$ cat src/vfv_pkg.sv
// Shared types, widths and codes for the voxel face visibility block.
package vfv_pkg;

   localparam int VFV_MAX_EDGE = 16;   // default cube edge of the voxel store
   localparam int COORD_W      = 4;    // width of one coordinate field
   localparam int NBR_W        = COORD_W + 1;  // neighbour coordinate, room for +1 and wrap of -1
   localparam int CSR_W        = 5;    // chunk_size register width
   localparam int STEP_W       = 3;
   localparam int RSP_W        = 8;
   localparam int REQ_W        = 16;

   localparam logic [CSR_W-1:0] CHUNK_RESET = CSR_W'(16);

   // request kinds, carried on tuser
   localparam logic KIND_WRITE = 1'b0;
   localparam logic KIND_QUERY = 1'b1;

   // neighbour probe order; the last probe is STEP_RIGHT
   localparam logic [STEP_W-1:0] STEP_CENTER = 3'd0;
   localparam logic [STEP_W-1:0] STEP_TOP    = 3'd1;
   localparam logic [STEP_W-1:0] STEP_BOTTOM = 3'd2;
   localparam logic [STEP_W-1:0] STEP_FRONT  = 3'd3;
   localparam logic [STEP_W-1:0] STEP_BACK   = 3'd4;
   localparam logic [STEP_W-1:0] STEP_LEFT   = 3'd5;
   localparam logic [STEP_W-1:0] STEP_RIGHT  = 3'd6;

   typedef logic [COORD_W-1:0] coord_type;

   typedef struct packed {
      coord_type x;
      coord_type y;
      coord_type z;
   } pos_type;

endpackage

$ cat src/vfv_nbr.sv
// Shared neighbour unit: offsets a cell by one probe step, checks the chunk edge, forms the address.
module vfv_nbr
   import vfv_pkg::*;
#(
   parameter int MAX_EDGE = VFV_MAX_EDGE
) (
   input  pos_type                           pos,
   input  logic [STEP_W-1:0]                 step,
   input  logic [CSR_W-1:0]                  edge_len,
   output logic                              in_chunk,
   output logic [3*$clog2(MAX_EDGE)-1:0]     addr
);

   localparam int CW = $clog2(MAX_EDGE);

   logic [NBR_W-1:0] nx;
   logic [NBR_W-1:0] ny;
   logic [NBR_W-1:0] nz;

   // x-1 at zero wraps to all ones, which is never below the edge
   always_comb begin
      nx = {1'b0, pos.x};
      ny = {1'b0, pos.y};
      nz = {1'b0, pos.z};
      case (step)
         STEP_TOP:    ny = ny + NBR_W'(1);
         STEP_BOTTOM: ny = ny - NBR_W'(1);
         STEP_FRONT:  nz = nz + NBR_W'(1);
         STEP_BACK:   nz = nz - NBR_W'(1);
         STEP_LEFT:   nx = nx - NBR_W'(1);
         STEP_RIGHT:  nx = nx + NBR_W'(1);
         default: ;
      endcase
   end

   assign in_chunk = (nx < NBR_W'(edge_len)) && (ny < NBR_W'(edge_len))
                     && (nz < NBR_W'(edge_len));
   assign addr     = {CW'(nx), CW'(ny), CW'(nz)};

endmodule

$ cat config.mk
export PLATFORM = sky130hd
export DESIGN_NAME = vfv_nbr
export DESIGN_NICKNAME = d
export VERILOG_FILES = /design/src/vfv_pkg.sv /design/src/vfv_nbr.sv
export SDC_FILE = /design/constraint.sdc
export NUM_CORES = 1
export LEC_CHECK = 0
export BUFFER_PORTS_ARGS = -buffer_cell sky130_fd_sc_hd__buf_2
export CELL_PAD_IN_SITES_DETAIL_PLACEMENT = 1
export CELL_PAD_IN_SITES_GLOBAL_PLACEMENT = 1
export CORE_MARGIN = 2
export CORE_UTILIZATION = 30
export DETAILED_ROUTE_END_ITERATION = 7
export MAX_ROUTING_LAYER = met4
export PLACE_DENSITY_LB_ADDON = 0.1
export SLEW_MARGIN = 30
export SYNTH_ARGS = -nofsm -noshare
export SYNTH_HDL_FRONTEND = slang
export SYNTH_SLANG_ARGS = --single-unit
$ cat constraint.sdc
create_clock -name vclk -period 3.1
set_input_delay 0.31 -clock vclk [all_inputs]
set_output_delay 0.31 -clock vclk [all_outputs]
set_load 0.05 [all_outputs]
# Yosys cells after proc, flatten, opt, wreduce, memory -nomap -nowiden

Cells that the tools add are included.

ROM bits: 0
Output and inout port bits: 13
Latch bits: 0
Word-level logic and storage cells: 20
Input port bits: 20
Memory bits (writable): 0
Bits in registers: 0
Memories: 0

Reduce and logical (&&, ||, !) cells: 2
Div/mod/pow operators: 0
Add/sub/neg operators: 6
Multiply operators: 0
$lt $le $gt $ge: 3
Shifts and indexed selects: 0
Bitwise operators: 0
Mux-type cells: 3
Equal/unequal tests: 6

Operator list:

| operator              | number |
|---|---|
| $pmux W5 S2           | 3 |
| $add A4 B1 Y5 const B | 3 |
| $lt A5 B5 Y1          | 3 |
| $sub A4 B1 Y5 const B | 3 |
| $eq A3 B3 Y1 const B  | 3 |
| $eq A3 B2 Y1 const B  | 2 |
| $eq A3 B1 Y1 const B  | 1 |
| $logic_and A1 B1 Y1   | 2 |

# Logic depth before layout (Yosys ltp)

Word-level depth: 5
Depth in mapped cells: 16
Mapped depth without buffers: 15

# Worst setup path before layout

No wires, ideal clock.

Kind: input port to output port
From: input port step[2]
To: output port in_chunk
Data required time: 2.790 ns
Stages on the path: 13
Arrival: 3.730 ns
Path slack: -0.940 ns
Buffers on the path: 1
Path through: buf_4 -> nand2_1 -> or2_2 -> ha_1 -> a21o_1 -> a21oi_1 -> xor2_1 -> o21ai_0 -> ha_1 -> o211ai_1 -> nor2_1 -> o41ai_2 -> and3_1

Word-level cells in the longest chain between the ends: 5
Elaborated cells on any way between the ends: 14
Classes of those cells: order compare: 3; eq/ne: 6; mux: 3; reduce/logical: 2

RTL lines:

| what                  | RTL line      | RTL |
|---|---|---|
| from (decl)           | vfv_nbr.sv:8  | `input logic [STEP_W-1:0] step,` |
| $eq A3 B3 Y1          | vfv_nbr.sv:25 | `case (step)` |
| $pmux W5 S2 *         | vfv_nbr.sv:25 |  |
| named net addr[11]    | vfv_nbr.sv:11 | `output logic [3*$clog2(MAX_EDGE)-1:0] addr` |
| $lt A5 B5 Y1 *        | vfv_nbr.sv:36 | `assign in_chunk = (nx < NBR_W'(edge_len)) && (ny < NBR_W'(edge_len))` |
| $logic_and A1 B1 Y1 * | vfv_nbr.sv:36 |  |
| $logic_and A1 B1 Y1 * | vfv_nbr.sv:37 | `&& (nz < NBR_W'(edge_len));` |
| to (decl)             | vfv_nbr.sv:10 | `output logic in_chunk,` |

Mark *: on every way through the listed nets, which the timed path passes. The rest lies on a longest branch.

# Worst setup path in the final report

From: input port step[0]
To: output port in_chunk

Word-level cells in the longest chain between the ends: 5
Elaborated cells on any way between the ends: 14
Classes of those cells: order compare: 3; eq/ne: 6; mux: 3; reduce/logical: 2

RTL lines:

| what                                 | RTL line |
|---|---|
| $eq A3 B3 Y1 (tied with other cells) | vfv_nbr.sv:25 |
| $pmux W5 S2                          | vfv_nbr.sv:25 |
| $lt A5 B5 Y1                         | vfv_nbr.sv:36 |
| $logic_and A1 B1 Y1                  | vfv_nbr.sv:36 |
| $logic_and A1 B1 Y1 *                | vfv_nbr.sv:37 |

Mark *: on every way between the ends. The rest lies on a longest branch, timed or not.

==> report_table.html <==
<table>
<tr><th>Metric</th><th>Value</th></tr>
<tr><th colspan="2">Routing</th></tr>
<tr><td>Wire length after detailed routing</td><td>2.696 mm</td></tr>
<tr><td>Count of nets left with antenna violations after detail routing</td><td>0</td></tr>
<tr><td>Number of iterations in the first detailed-routing pass</td><td>4</td></tr>
<tr><td>Routed vias</td><td>982</td></tr>
<tr><td>Via density</td><td>5.168</td></tr>
<tr><td>Routed WL per cell</td><td>between 10 and 15 um</td></tr>
<tr><td>DRC viols</td><td>0</td></tr>
<tr><td>Drt initial violations</td><td>23</td></tr>
<tr><th colspan="2">CTS</th></tr>
<tr><td>Count of hold-fix buffers inserted at cts</td><td>0</td></tr>
<tr><th colspan="2">Timing</th></tr>
<tr><td>RSZ-0062 raised after global routing</td><td>yes</td></tr>
<tr><td>Final worst path period need</td><td>3088 ps</td></tr>
<tr><td>Worst Setup Slack, final</td><td>11.63 ps</td></tr>
<tr><td>Number of max-slew violations in the final report</td><td>0</td></tr>
<tr><td>Count of endpoints failing setup in the final report</td><td>0</td></tr>
<tr><td>Relative max-transition margin</td><td>0.7631</td></tr>
<tr><td>Transition at the pin with the smallest max-transition slack</td><td>354.0 ps</td></tr>
<tr><td>Total negative slack</td><td>0 ps</td></tr>
<tr><td>Final-layout worst hold slack</td><td>1050 ps</td></tr>
<tr><td>Final worst-path cycle share</td><td>0.9962</td></tr>
<tr><td>Upper clock frequency limit</td><td>323.8 MHz</td></tr>
<tr><td>Endpoints failing hold</td><td>0</td></tr>
<tr><th colspan="2">Critical path</th></tr>
<tr><td>Critical Path AT</td><td>approximately 2800 ps</td></tr>
<tr><td>CP peak stage delay</td><td>approximately 420 ps</td></tr>
<tr><td>Type of origin of the critical path</td><td>primary input</td></tr>
<tr><td>Endpoint kind of the worst setup timing path</td><td>primary output</td></tr>
<tr><td>Cell with the biggest individual delay on the critical path</td><td>sky130_fd_sc_hd__or3b_4</td></tr>
<tr><td>Critical path required time</td><td>about 2800 ps</td></tr>
<tr><td>Maximum fanout along the worst path</td><td>5</td></tr>
<tr><td>Path type of the worst setup path</td><td>in2out</td></tr>
<tr><td>Ordered cell list for the critical path</td><td>buf_8 &gt; or3b_4 &gt; inv_6 &gt; ha_4 &gt; a21o_1 &gt; a21oi_2 &gt; xnor2_2 &gt; o22ai_2 &gt; a21oi_4 &gt; ha_4 &gt; a22oi_2 &gt; nand2_1 &gt; a31oi_1 &gt; o211a_1 &gt; and3_4 &gt; buf_8</td></tr>
<tr><th colspan="2">Global routing</th></tr>
<tr><td>First-pass GRT wire length</td><td>about 4.6 mm</td></tr>
<tr><td>Initial antenna violation count</td><td>0</td></tr>
<tr><td>Via count of the first global-routing pass</td><td>1033</td></tr>
<tr><td>Maximum number of pins on one net before global-route repair</td><td>8</td></tr>
<tr><td>Total congestion overflow</td><td>0</td></tr>
<tr><td>Tot GR Track Use</td><td>0.1757</td></tr>
<tr><th colspan="2">Synthesis</th></tr>
<tr><td>Leading cell types by total area after synthesis</td><td>sky130_fd_sc_hd__ha_1 (27%), sky130_fd_sc_hd__o21ai_0 (5.2%), sky130_fd_sc_hd__xnor2_1 (5.0%), sky130_fd_sc_hd__xor2_1 (5.0%), sky130_fd_sc_hd__inv_1 (4.8%)</td></tr>
<tr><td>Cell taking the most area after synthesis</td><td>sky130_fd_sc_hd__ha_1</td></tr>
<tr><td>Sequential share of the synthesized area</td><td>0</td></tr>
<tr><td>Post-Synthesis Cell Area</td><td>between 800 and 900 sq um</td></tr>
<tr><td>Synthesized instance count</td><td>111</td></tr>
<tr><td>Commonest cells in the synthesized netlist</td><td>sky130_fd_sc_hd__ha_1 (19), sky130_fd_sc_hd__inv_1 (11), sky130_fd_sc_hd__o21ai_0 (9)</td></tr>
<tr><td>Leading cell type by number of instances after synthesis</td><td>sky130_fd_sc_hd__ha_1</td></tr>
<tr><td>Share of the synthesized area in the top cell type</td><td>0.2738</td></tr>
<tr><td>Number of warnings reported in the yosys synthesis log</td><td>0</td></tr>
<tr><td>Synthesized netlist net count</td><td>152</td></tr>
<tr><td>Library cells used by synthesis</td><td>34</td></tr>
<tr><td>Syn avg cell area</td><td>7.823 sq um</td></tr>
<tr><th colspan="2">Power</th></tr>
<tr><td>Worst vdd ir</td><td>between 0.15 and 0.2 mV</td></tr>
<tr><td>Power per unit of standard cell area</td><td>between 200 and 250 mW/mm^2</td></tr>
<tr><td>Leak Pwr</td><td>between 0.0007 and 0.0008 uW</td></tr>
<tr><th colspan="2">Floorplan</th></tr>
<tr><td>Horizontal extent of the die</td><td>57.80 um</td></tr>
<tr><td>Die area</td><td>0.003341 sq mm</td></tr>
<tr><td>Initial Utilization</td><td>0.3149</td></tr>
<tr><td>Floorplan die height</td><td>57.80 um</td></tr>
<tr><td>Placeable Area</td><td>approximately 0.0028 sq mm</td></tr>
<tr><td>Rows</td><td>19</td></tr>
<tr><td>Number of top-level pins</td><td>33</td></tr>
<tr><th colspan="2">Min path</th></tr>
<tr><td>Hold path cells</td><td>3</td></tr>
<tr><td>Worst hold path endpoint</td><td>addr[4]</td></tr>
<tr><td>Path type of the worst min-delay path</td><td>in2out</td></tr>
<tr><td>Min-delay src</td><td>pos[4]</td></tr>
<tr><th colspan="2">Final layout</th></tr>
<tr><td>Layout overhead on the synthesized area</td><td>54.18%</td></tr>
<tr><td>Area taken by flip-flops and latches</td><td>0 sq um</td></tr>
<tr><td>Number of clock buffer instances in the layout</td><td>0</td></tr>
<tr><td>Seq Cell Count</td><td>0</td></tr>
<tr><td>Number of nets in the final layout</td><td>202</td></tr>
<tr><td>Proportion of layout cells with a drive suffix above 1</td><td>0.5157</td></tr>
<tr><td>Total of fill cells in the finished design</td><td>343</td></tr>
<tr><td>Diodes inserted</td><td>0</td></tr>
<tr><th colspan="2">Placed design</th></tr>
<tr><td>I/O Buffers</td><td>33</td></tr>
<tr><td>Routability-driven placement congestion ratio</td><td>0.9347</td></tr>
<tr><td>Estimated wirelength of the detail-placed design</td><td>2.414 mm</td></tr>
<tr><td>Placement Setup Slack</td><td>-187.7 ps</td></tr>
<tr><th colspan="2">Run</th></tr>
<tr><td>Max_cap viols</td><td>0</td></tr>
<tr><th colspan="2">Outcome</th></tr>
<tr><td>Run status</td><td>completed</td></tr>
</table>
-- metrics by stage --
| step | power, uW | utilization | area (sq um) | cells |
|---|---|---|---|---|
| finish | 320.8 | 0.4855 | 1339 | 190 |
| global route | 346.8 | 0.4855 | 1339 | 190 |
| CTS | 323.3 | 0.4846 | 1336 | 190 |
| detailed placement | 297.8 | 0.4542 | 1252 | 188 |
| global placement | 289.4 | 0.4542 | 1252 | 188 |
| floorplan | 214.6 | - | 974.7 | 111 |
-- metal layers --
metal,GRT usage,wire length [um],up-vias
met3,0.002232,81,0
met1,0.2449,1328,465
met5,-,0,-
li1,-,-,496
met2,0.3052,1286,21
met4,0,0,0
-- cell type report --
type | instances | area [sq um] | share of cell area
repair buffers | 51 | 322.8 | 0.2411
multi-input cells | 97 | 930.9 | 0.6953
inverters | 11 | 46.29 | 0.03458
well taps | 31 | 38.79 | 0.02897
-- critical path: cells and delay by family --
kind / cells / cell delay, ps
buf+inv: 3 / 340
simple gates: 3 / 670
fa+ha+maj: 2 / 350
xor+xnor: 1 / 100
compound gates: 7 / 1010
-- worst max-delay path by stage --
stage	from	to	slack (ps)	cells after the start
6_report	step[0]	in_chunk	10	16
5_1_grt	step[0]	in_chunk	-120	16
4_1_cts	step[0]	in_chunk	-10	16
3_5_place_dp	step[2]	in_chunk	-190	17
3_3_place_gp	step[2]	in_chunk	-160	15
2_1_floorplan	step[0]	in_chunk	-100	13
-- placed cells by master, fill, tap and decap left out, drive strengths merged, types with 3 or more instances in the layout --
| cell | Yosys | routed |
|---|---|---|
| a21oi | 7 | 7 |
| inv | 11 | 11 |
| a21o | 5 | 5 |
| xnor2 | 7 | 7 |
| buf | 3 | 51 |
| nor3 | 5 | 5 |
| xor2 | 5 | 5 |
| nor2 | 6 | 6 |
| nand2 | 7 | 7 |
| nor2b | 3 | 3 |
| ha | 19 | 19 |
| o21ai | 9 | 9 |
-- cell families after synthesis --
group	synth area share
and+or+nand+nor	0.2075
AOI/OAI and AO/OA	0.2147
adders and majority gates	0.3199
buffers and inverters	0.08213
xor gates and xnor gates	0.1383
muxes	0.03746
-- power by group --
| group | switching [uW] | internal, uW |
|---|---|---|
| sequential | 0 | 0 |
| combinational | 190 | 130 |
| clock | 0 | 0 |
-- timing repair --
action | in CTS | in global routing
pin swaps | 10 | 3
gates resized for setup | 18 | 1
endpoints found under the setup margin | 1 | 1
buffers inserted | 2 | 0
Note: power is estimated with default switching activity, not from simulation.
